### src/rtl/szd_pkg.sv
`timescale 1ns / 1ps

package szd_pkg;

  localparam int WINDOW     = 256;
  localparam int IDX_W      = $clog2(WINDOW);
  localparam int FILL_W     = 9;
  localparam int SMP_W      = 16;
  localparam int THR_W      = 16;
  localparam int SUM_W      = 24;
  localparam int SQ_W       = 40;
  localparam int D_W        = 48;
  localparam int DIV_W      = 32;
  localparam int ROOT_W     = 32;
  localparam int RAD_W      = 64;
  localparam int MEAN_W     = 24;
  localparam int SD_W       = 24;
  localparam int STEP_W     = 5;
  localparam logic [THR_W-1:0] THR_RESET = 16'd768;

  // datapath commands, decoded from the controller state
  typedef struct packed {
    logic accept;
    logic div_load_mean;
    logic div_load_sd;
    logic div_step;
    logic prod;
    logic diff;
    logic sqrt_step;
    logic cmp1;
    logic cmp2;
    logic out_load;
  } cmd_t;

  typedef struct packed {
    logic out_busy;
  } stat_t;

endpackage

### src/rtl/szd_ctrl.sv
`timescale 1ns / 1ps

module szd_ctrl (
  input  logic          clk,
  input  logic          rst_n,
  input  logic          in_tvalid,
  output logic          in_tready,
  input  szd_pkg::stat_t stat,
  output szd_pkg::cmd_t  cmd
);
  import szd_pkg::*;

  typedef enum logic [3:0] {
    S_IDLE, S_MDIV, S_PROD, S_DIFF, S_SQRT, S_SDLD, S_SDIV, S_CMP1, S_CMP2, S_OUT
  } state_t;

  localparam logic [STEP_W-1:0] DIV_LAST  = STEP_W'(DIV_W - 1);
  localparam logic [STEP_W-1:0] SQRT_LAST = STEP_W'(ROOT_W - 1);

  state_t            state_r, state_nxt;
  logic [STEP_W-1:0] cnt_r, cnt_nxt;

  always_comb begin
    cmd       = '0;
    state_nxt = state_r;
    cnt_nxt   = cnt_r;
    unique case (state_r)
      S_IDLE: begin
        cmd.accept        = in_tvalid;
        cmd.div_load_mean = in_tvalid;
        cnt_nxt           = '0;
        if (in_tvalid) state_nxt = S_MDIV;
      end
      S_MDIV: begin
        cmd.div_step = 1'b1;
        cnt_nxt      = cnt_r + 1'b1;
        if (cnt_r == DIV_LAST) state_nxt = S_PROD;
      end
      S_PROD: begin
        cmd.prod  = 1'b1;
        state_nxt = S_DIFF;
      end
      S_DIFF: begin
        cmd.diff  = 1'b1;
        cnt_nxt   = '0;
        state_nxt = S_SQRT;
      end
      S_SQRT: begin
        cmd.sqrt_step = 1'b1;
        cnt_nxt       = cnt_r + 1'b1;
        if (cnt_r == SQRT_LAST) state_nxt = S_SDLD;
      end
      S_SDLD: begin
        cmd.div_load_sd = 1'b1;
        cnt_nxt         = '0;
        state_nxt       = S_SDIV;
      end
      S_SDIV: begin
        cmd.div_step = 1'b1;
        cnt_nxt      = cnt_r + 1'b1;
        if (cnt_r == DIV_LAST) state_nxt = S_CMP1;
      end
      S_CMP1: begin
        cmd.cmp1  = 1'b1;
        state_nxt = S_CMP2;
      end
      S_CMP2: begin
        cmd.cmp2  = 1'b1;
        state_nxt = S_OUT;
      end
      S_OUT: begin
        cmd.out_load = !stat.out_busy;
        if (!stat.out_busy) state_nxt = S_IDLE;
      end
      default: state_nxt = S_IDLE;
    endcase
  end

  assign in_tready = (state_r == S_IDLE);

  always_ff @(posedge clk) begin
    if (!rst_n) begin
      state_r <= S_IDLE;
      cnt_r   <= '0;
    end else begin
      state_r <= state_nxt;
      cnt_r   <= cnt_nxt;
    end
  end

endmodule

### config.mk
export PLATFORM = sky130hd
export DESIGN_NAME = szd_ctrl
export DESIGN_NICKNAME = d
export VERILOG_FILES = /design/src/rtl/szd_pkg.sv /design/src/rtl/szd_ctrl.sv
export SDC_FILE = /design/constraint.sdc
export NUM_CORES = 1
export LEC_CHECK = 0
export ABC_AREA = 1
export BUFFER_PORTS_ARGS = -buffer_cell sky130_fd_sc_hd__buf_4
export CELL_PAD_IN_SITES_DETAIL_PLACEMENT = 0
export CELL_PAD_IN_SITES_GLOBAL_PLACEMENT = 1
export CORE_MARGIN = 5
export CORE_UTILIZATION = 33
export DETAILED_ROUTE_END_ITERATION = 16
export PLACE_DENSITY = 0.73
export SYNTH_ARGS = -nofsm -noshare
export SYNTH_HDL_FRONTEND = slang
export SYNTH_SLANG_ARGS = --single-unit
### constraint.sdc
create_clock -name clk -period 1.7 [get_ports clk]
set_input_delay 0.085 -clock clk [delete_from_list [all_inputs] [get_ports clk]]
set_output_delay 0.085 -clock clk [all_outputs]
set_load 0.01 [all_outputs]
==> flow_metrics.env, run 1 <==
export IMPL_run_status="complete, no violations"
export IMPL_globalRouteTotalUtil_pct=10.3
export IMPL_setup_worst_path_start_class="flip-flop"
export IMPL_cells_after_synth=88
export IMPL_post_drt_via_cell_ratio=4.78
export IMPL_clock_tree_htree_level_count=1
export IMPL_ys_types=14
export IMPL_worstHoldPathCells=3
export IMPL_achievable_clock_frequency_ghz=0.674
export IMPL_cts_buffers=3
export IMPL_clkLatencyLatePin_ps=260
export IMPL_drtIter0Drc=8
export IMPL_drtAntennaViolNets=0
export IMPL_standard_cell_core_area_um2=1540
export IMPL_rsz0062_at_grt="false"
export IMPL_portion_of_the_clock_cycle_consumed_by_the_worst_path_in_the_final_layout_pct=87.3
export IMPL_netlist_area_um2=549
export IMPL_multi_input_area_um2=313
export IMPL_clock_path_buffers=2
export IMPL_crit_family="simple AND/OR/NAND/NOR gates"
export IMPL_worst_path_max_fanout=4
export IMPL_grt_overflow=0
export IMPL_placement_io_buffers=14
export IMPL_cts_tree="built"
export IMPL_total_leakage_power_nw=0.337
export IMPL_final_critical_path_setup_slack_ps=216
export IMPL_post_layout_nonfiller_instances=121
export IMPL_layout_nets=112
export IMPL_finClkSkew_ps=5.75
export IMPL_syn_area_per_cell_um2=6.24
export IMPL_required_ps=1620
export IMPL_synth_seq_cells=9
export IMPL_final_min_clock_period_ps=1480
export IMPL_synth_compound_area_share_pct=12.8
export IMPL_yosys_warnings=0
export IMPL_avgRoutedWirePerCell_um=10.4
export IMPL_clock_root_buffer="sky130_fd_sc_hd__clkbuf_4"
export IMPL_initial_utilization_pct=35.6
export IMPL_crit_path_start="state_r[3]"
export IMPL_clkSinkCount=9
export IMPL_boundaryPins=15
export IMPL_fillers=181
export IMPL_rr_startpoint="cnt_r[0]"
export IMPL_first_pass_iters=4
export IMPL_via_count=578
export IMPL_dpl_worst_slack_ps=428
export IMPL_critPathMaxStageDelay_ps=340
export IMPL_synth_mux_area_share_pct=0
export IMPL_layout_drive_gt1_share_pct=22.9
export IMPL_routed_wl_mm=1.26
export IMPL_cts_clk_slew_worst_paths_ps=60
export IMPL_cap_viol_max_count=0
export IMPL_globalplace_congestion=0.761
export IMPL_transition_time_at_the_pin_with_the_least_slew_margin_ps=306
export IMPL_report_power_total_w=0.000986
export IMPL_areaGrowthSynthToFinish_pct=26.2
export IMPL_max_slew_margin_pct=79.5
export IMPL_post_cts_buffers=0
export IMPL_final_setup_viol_count=0
export IMPL_die_y_um=50.8
export IMPL_worst_case_register_to_register_setup_slack_ps=430
export IMPL_numPlacedInstances=117
export IMPL_cts_hold_repair_buffers=0
export IMPL_min_to="state_r[0]"
export IMPL_antenna_cells_inserted=0
export IMPL_place_hpwl_mm=1.04
export IMPL_timing_rr_end="state_r[1]"
export IMPL_timing_critical_path_cells="nor2_1 > inv_1 > nor3_1 > buf_4"
export IMPL_cts_resized_gates=0
export IMPL_grt_pass1_wl_mm=2.10
export IMPL_vdd_ir_drop_max_v=0.000546
export IMPL_final_hold_viol_count=0
export IMPL_first_global_vias=506
export IMPL_finalSetupTns_ps=0
export IMPL_setup_worst_path_class="flip-flop to output pin"
export IMPL_seq_area_um2=180
export IMPL_timing_hold_worst_start="rst_n"
export IMPL_floorplan_rows=14
export IMPL_layout_commonest_cell="sky130_fd_sc_hd__nand2_1"
export IMPL_synth_sequential_area_ratio_pct=32.8
export IMPL_die_width_um=50.8
export IMPL_layout_cells_most_common_list="22 x sky130_fd_sc_hd__nand2_1, 14 x sky130_fd_sc_hd__buf_4, 13 x sky130_fd_sc_hd__nor2_1, 11 x sky130_fd_sc_hd__inv_1"
export IMPL_post_synthesis_share_of_cell_area_spent_on_xor_and_xnor_gates_pct=0
export IMPL_synth_net_count=94
export IMPL_grt_antenna_before_repair=0
export IMPL_synthesized_area_fraction_occupied_by_and_or_nand_nor_cells_pct=39.6
export IMPL_worstPathBufferInverterCount=2
export IMPL_worst_hold_path_type="primary input to flip-flop"
export IMPL_p_per_area_nw_per_um2=1420
export IMPL_final_max_slew_violation_count=0
export IMPL_timing_critical_path_to_type="output pin"
export IMPL_synthAdderAreaFrac_pct=4.56
export IMPL_rr_worst_depth=8
export IMPL_pin_count_of_the_biggest_net_entering_global_routing=8
export IMPL_die_area_um2=2580
export IMPL_residual_drc=0
export IMPL_cp_slowest_cell="sky130_fd_sc_hd__dfxtp_1"
export IMPL_cp_arrival_ps=1400
export IMPL_synth_top_family_by_area="simple AND/OR/NAND/NOR gates"
[logic make-up after synthesis]
logic type / Yosys count
adders and majority gates: 2
and+or+nand+nor: 49
AOI/OAI and AO/OA: 14
DFF: 9
buffers and inverters: 14
[report_power, final]
group,switching [W],internal (W)
logic,0.000314,0.000204
registers,0.0000505,0.000254
clock network,0.0000738,0.0000904
[worst max path at each step]
stage,endpoint,slack (ps),depth (start not counted)
6_report,cmd[9],220,4
5_1_grt,cmd[9],70,4
4_1_cts,cmd[9],210,4
3_5_place_dp,state_r[1],430,8
3_3_place_gp,state_r[0],440,8
2_1_floorplan,cmd[9],460,4
[cell usage after synthesis]
library cell,n,area share (%)
sky130_fd_sc_hd__buf_4,1,1.4
sky130_fd_sc_hd__nand3_1,6,5.5
sky130_fd_sc_hd__inv_1,11,7.5
sky130_fd_sc_hd__nor2_2,2,2.3
sky130_fd_sc_hd__nor3_1,3,2.7
sky130_fd_sc_hd__nand2_4,2,4.1
sky130_fd_sc_hd__nand2_2,1,1.1
sky130_fd_sc_hd__nor2_1,13,8.9
sky130_fd_sc_hd__ha_1,2,4.6
sky130_fd_sc_hd__dfxtp_1,9,33
sky130_fd_sc_hd__a21oi_1,9,8.2
sky130_fd_sc_hd__o21ai_0,5,4.6
sky130_fd_sc_hd__nand2_1,22,15
sky130_fd_sc_hd__inv_2,2,1.4
[routing by layer]
layer  wire [um]  part of all wire, %  global-route usage (%)  vias to the layer above
met3          48                  3.8                    5.33                        2
met2         566                   45                    15.1                        4
met1         632                   50                    13.9                      257
met4           8                 0.64                    1.28                        0
li1            -                    -                       -                      315
met5           0                    0                       0                        -
[layout make-up]
cell class                      count  share of cell area [%]
Clock buffer                        4                    3.79
Inverter                           13                    7.04
Multi-Input combinational cell     65                    45.1
Sequential cell                     9                    26.0
Tap cell                           16                    2.89
Timing Repair Buffer               14                    15.2
[metrics by stage]
stage               area [um2]  hold WS (ps)  util, %
floorplan                  549           206        -
global placement           667           362     43.3
detailed placement         667           362     43.3
CTS                        693          85.1     45.0
global route               693          90.9     45.0
finish                     693          85.4     45.0
[flip-flops by register name, summed over array words and instances (netlist names)]
register	flops
cnt_r	5
state_r	4
[worst reg2reg max path, cell delays in order (launching register included)]
cell	delay [ps]
sky130_fd_sc_hd__dfxtp_1	330
sky130_fd_sc_hd__ha_1	210
sky130_fd_sc_hd__nand2_1	80
sky130_fd_sc_hd__nor2_1	50
sky130_fd_sc_hd__ha_1	160
sky130_fd_sc_hd__inv_1	80
sky130_fd_sc_hd__nand2_4	60
sky130_fd_sc_hd__a21oi_1	140
sky130_fd_sc_hd__nor2_1	60
Power figures use the tool's default switching activity.
==> run 2: changes to the inputs <==
==> constraint.sdc (replaced) <==
create_clock -name clk -period 1.7 [get_ports clk]
set_input_delay 0.17 -clock clk [delete_from_list [all_inputs] [get_ports clk]]
set_output_delay 0.17 -clock clk [all_outputs]
set_load 0.01 [all_outputs]
==> flow_metrics.env, run 2 (synthesis results as in run 1) <==
export IMPL_run_status="complete, no violations"
export IMPL_initial_utilization_pct=35.6
export IMPL_setup_worst_path_start_class="flip-flop"
export IMPL_layout_cells_most_common_list="22 x sky130_fd_sc_hd__nand2_1, 14 x sky130_fd_sc_hd__buf_4, 12 x sky130_fd_sc_hd__nor2_1, 11 x sky130_fd_sc_hd__inv_1"
export IMPL_worst_hold_path_type="primary input to flip-flop"
export IMPL_layout_nets=112
export IMPL_cap_viol_max_count=0
export IMPL_cts_hold_repair_buffers=0
export IMPL_timing_critical_path_cells="nor2_2 > inv_1 > nor3_1 > buf_4"
export IMPL_largest_register="cnt_r"
export IMPL_place_hpwl_um=997
export IMPL_antenna_cells_inserted=0
export IMPL_p_per_area_nw_per_um2=1420
export IMPL_portion_of_the_clock_cycle_consumed_by_the_worst_path_in_the_final_layout_pct=87.3
export IMPL_floorplan_rows=14
export IMPL_post_drt_via_cell_ratio=4.74
export IMPL_clock_tree_htree_level_count=1
export IMPL_avgRoutedWirePerCell_um=10.5
export IMPL_crit_family="simple AND/OR/NAND/NOR gates"
export IMPL_grt_overflow=0
export IMPL_vdd_ir_drop_max_v=0.000583
export IMPL_layout_drive_gt1_share_pct=24.8
export IMPL_die_y_um=50.8
export IMPL_finalSetupTns_ps=0
export IMPL_boundaryPins=15
export IMPL_die_area_um2=2580
export IMPL_grt_antenna_before_repair=0
export IMPL_largest_register_ff_count=5
export IMPL_transition_time_at_the_pin_with_the_least_slew_margin_ps=269
export IMPL_first_global_vias=509
export IMPL_via_count=574
export IMPL_cts_tree="built"
export IMPL_required_ps=1530
export IMPL_setup_worst_path_class="flip-flop to output pin"
export IMPL_residual_drc=0
export IMPL_final_hold_viol_count=0
export IMPL_max_slew_margin_pct=82.0
export IMPL_placement_io_buffers=14
export IMPL_clock_root_buffer="sky130_fd_sc_hd__clkbuf_4"
export IMPL_drtIter0Drc=29
export IMPL_cp_slowest_cell="sky130_fd_sc_hd__dfxtp_1"
export IMPL_globalRouteTotalUtil_pct=11.1
export IMPL_areaGrowthSynthToFinish_pct=26.9
export IMPL_achievable_clock_frequency_ghz=0.674
export IMPL_clkSinkCount=9
export IMPL_standard_cell_core_area_um2=1540
export IMPL_grt_pass1_wl_mm=2.24
export IMPL_final_max_slew_violation_count=0
export IMPL_worstPathBufferInverterCount=2
export IMPL_report_power_total_w=0.000993
export IMPL_globalplace_congestion=0.755
export IMPL_total_leakage_power_nw=0.341
export IMPL_timing_critical_path_to_type="output pin"
export IMPL_critPathMaxStageDelay_ps=340
export IMPL_worst_path_max_fanout=4
export IMPL_cts_clk_slew_worst_paths_ps=70
export IMPL_drtAntennaViolNets=0
export IMPL_clkLatencyLatePin_ps=270
export IMPL_cts_buffers=3
export IMPL_routed_wl_mm=1.27
export IMPL_layout_commonest_cell="sky130_fd_sc_hd__nand2_1"
export IMPL_final_setup_viol_count=0
export IMPL_rsz0062_at_grt="false"
export IMPL_reg_largest_list="cnt_r: 5 flops, state_r: 4 flops"
export IMPL_finClkSkew_ps=6.41
export IMPL_die_width_um=50.8
export IMPL_final_min_clock_period_ps=1480
export IMPL_clock_path_buffers=2
export IMPL_first_pass_iters=4
export IMPL_cp_arrival_ps=1310
export IMPL_pin_count_of_the_biggest_net_entering_global_routing=8
## run 2: final timing paths
kind / startpoint / endpoint / slack (ps) / depth (start not counted)
setup / recovery: state_r[3] / cmd[8] / 220 / 4
hold / removal: rst_n / state_r[1] / 180 / 3
setup reg to reg: cnt_r[0] / state_r[0] / 420 / 8
hold reg to reg: cnt_r[4] / cnt_r[4] / 470 / 2
## run 2: final cells by class
type | count | area, um2
Tap cell | 16 | 20.0
Multi-Input combinational cell | 65 | 315
Fill cell | 171 | 845
Sequential cell | 9 | 180
Clock inverter | 1 | 5.00
Timing Repair Buffer | 14 | 105
Inverter | 13 | 48.8
Clock buffer | 3 | 22.5
## run 2: layer usage
| metal | track usage, % | vias up | part of all wire, % |
|---|---|---|---|
| met5 | 0 | - | 0 |
| met4 | 2.55 | 0 | 0.63 |
| met3 | 6.21 | 2 | 4.9 |
| met2 | 15.3 | 7 | 44 |
| met1 | 15.0 | 253 | 50 |
| li1 | - | 312 | - |
## run 2: what timing repair did
item                                    in CTS  in global routing
gates resized for setup                      0                  1
buffers inserted                             0                  0
endpoints found under the setup margin       0                  2
## run 2: worst min-delay path: stages
cell and delay (ps):
sky130_fd_sc_hd__buf_4 140, sky130_fd_sc_hd__nand2_1 60, sky130_fd_sc_hd__nor2_1 30
## run 2: metrics by stage
| stage | hold WS (ps) | instance area (um2) | worst slack [ps] | utilization, % | instances |
|---|---|---|---|---|---|
| 6_report | 180 | 697 | 216 | 45.2 | 121 |
| 5_1_grt | 178 | 697 | 70.0 | 45.2 | 121 |
| 4_1_cts | 172 | 694 | 122 | 45.0 | 121 |
| 3_5_place_dp | 455 | 667 | 427 | 43.3 | 117 |
| 3_3_place_gp | 447 | 667 | 440 | 43.3 | 117 |
| 2_1_floorplan | 291 | 549 | 373 | - | 88 |
## run 2: report_power, final
| group | total (W) | internal [W] | switching (W) |
|---|---|---|---|
| clock network | 0.000169 | 0.0000870 | 0.0000822 |
| logic | 0.000517 | 0.000204 | 0.000313 |
| registers | 0.000307 | 0.000253 | 0.0000533 |
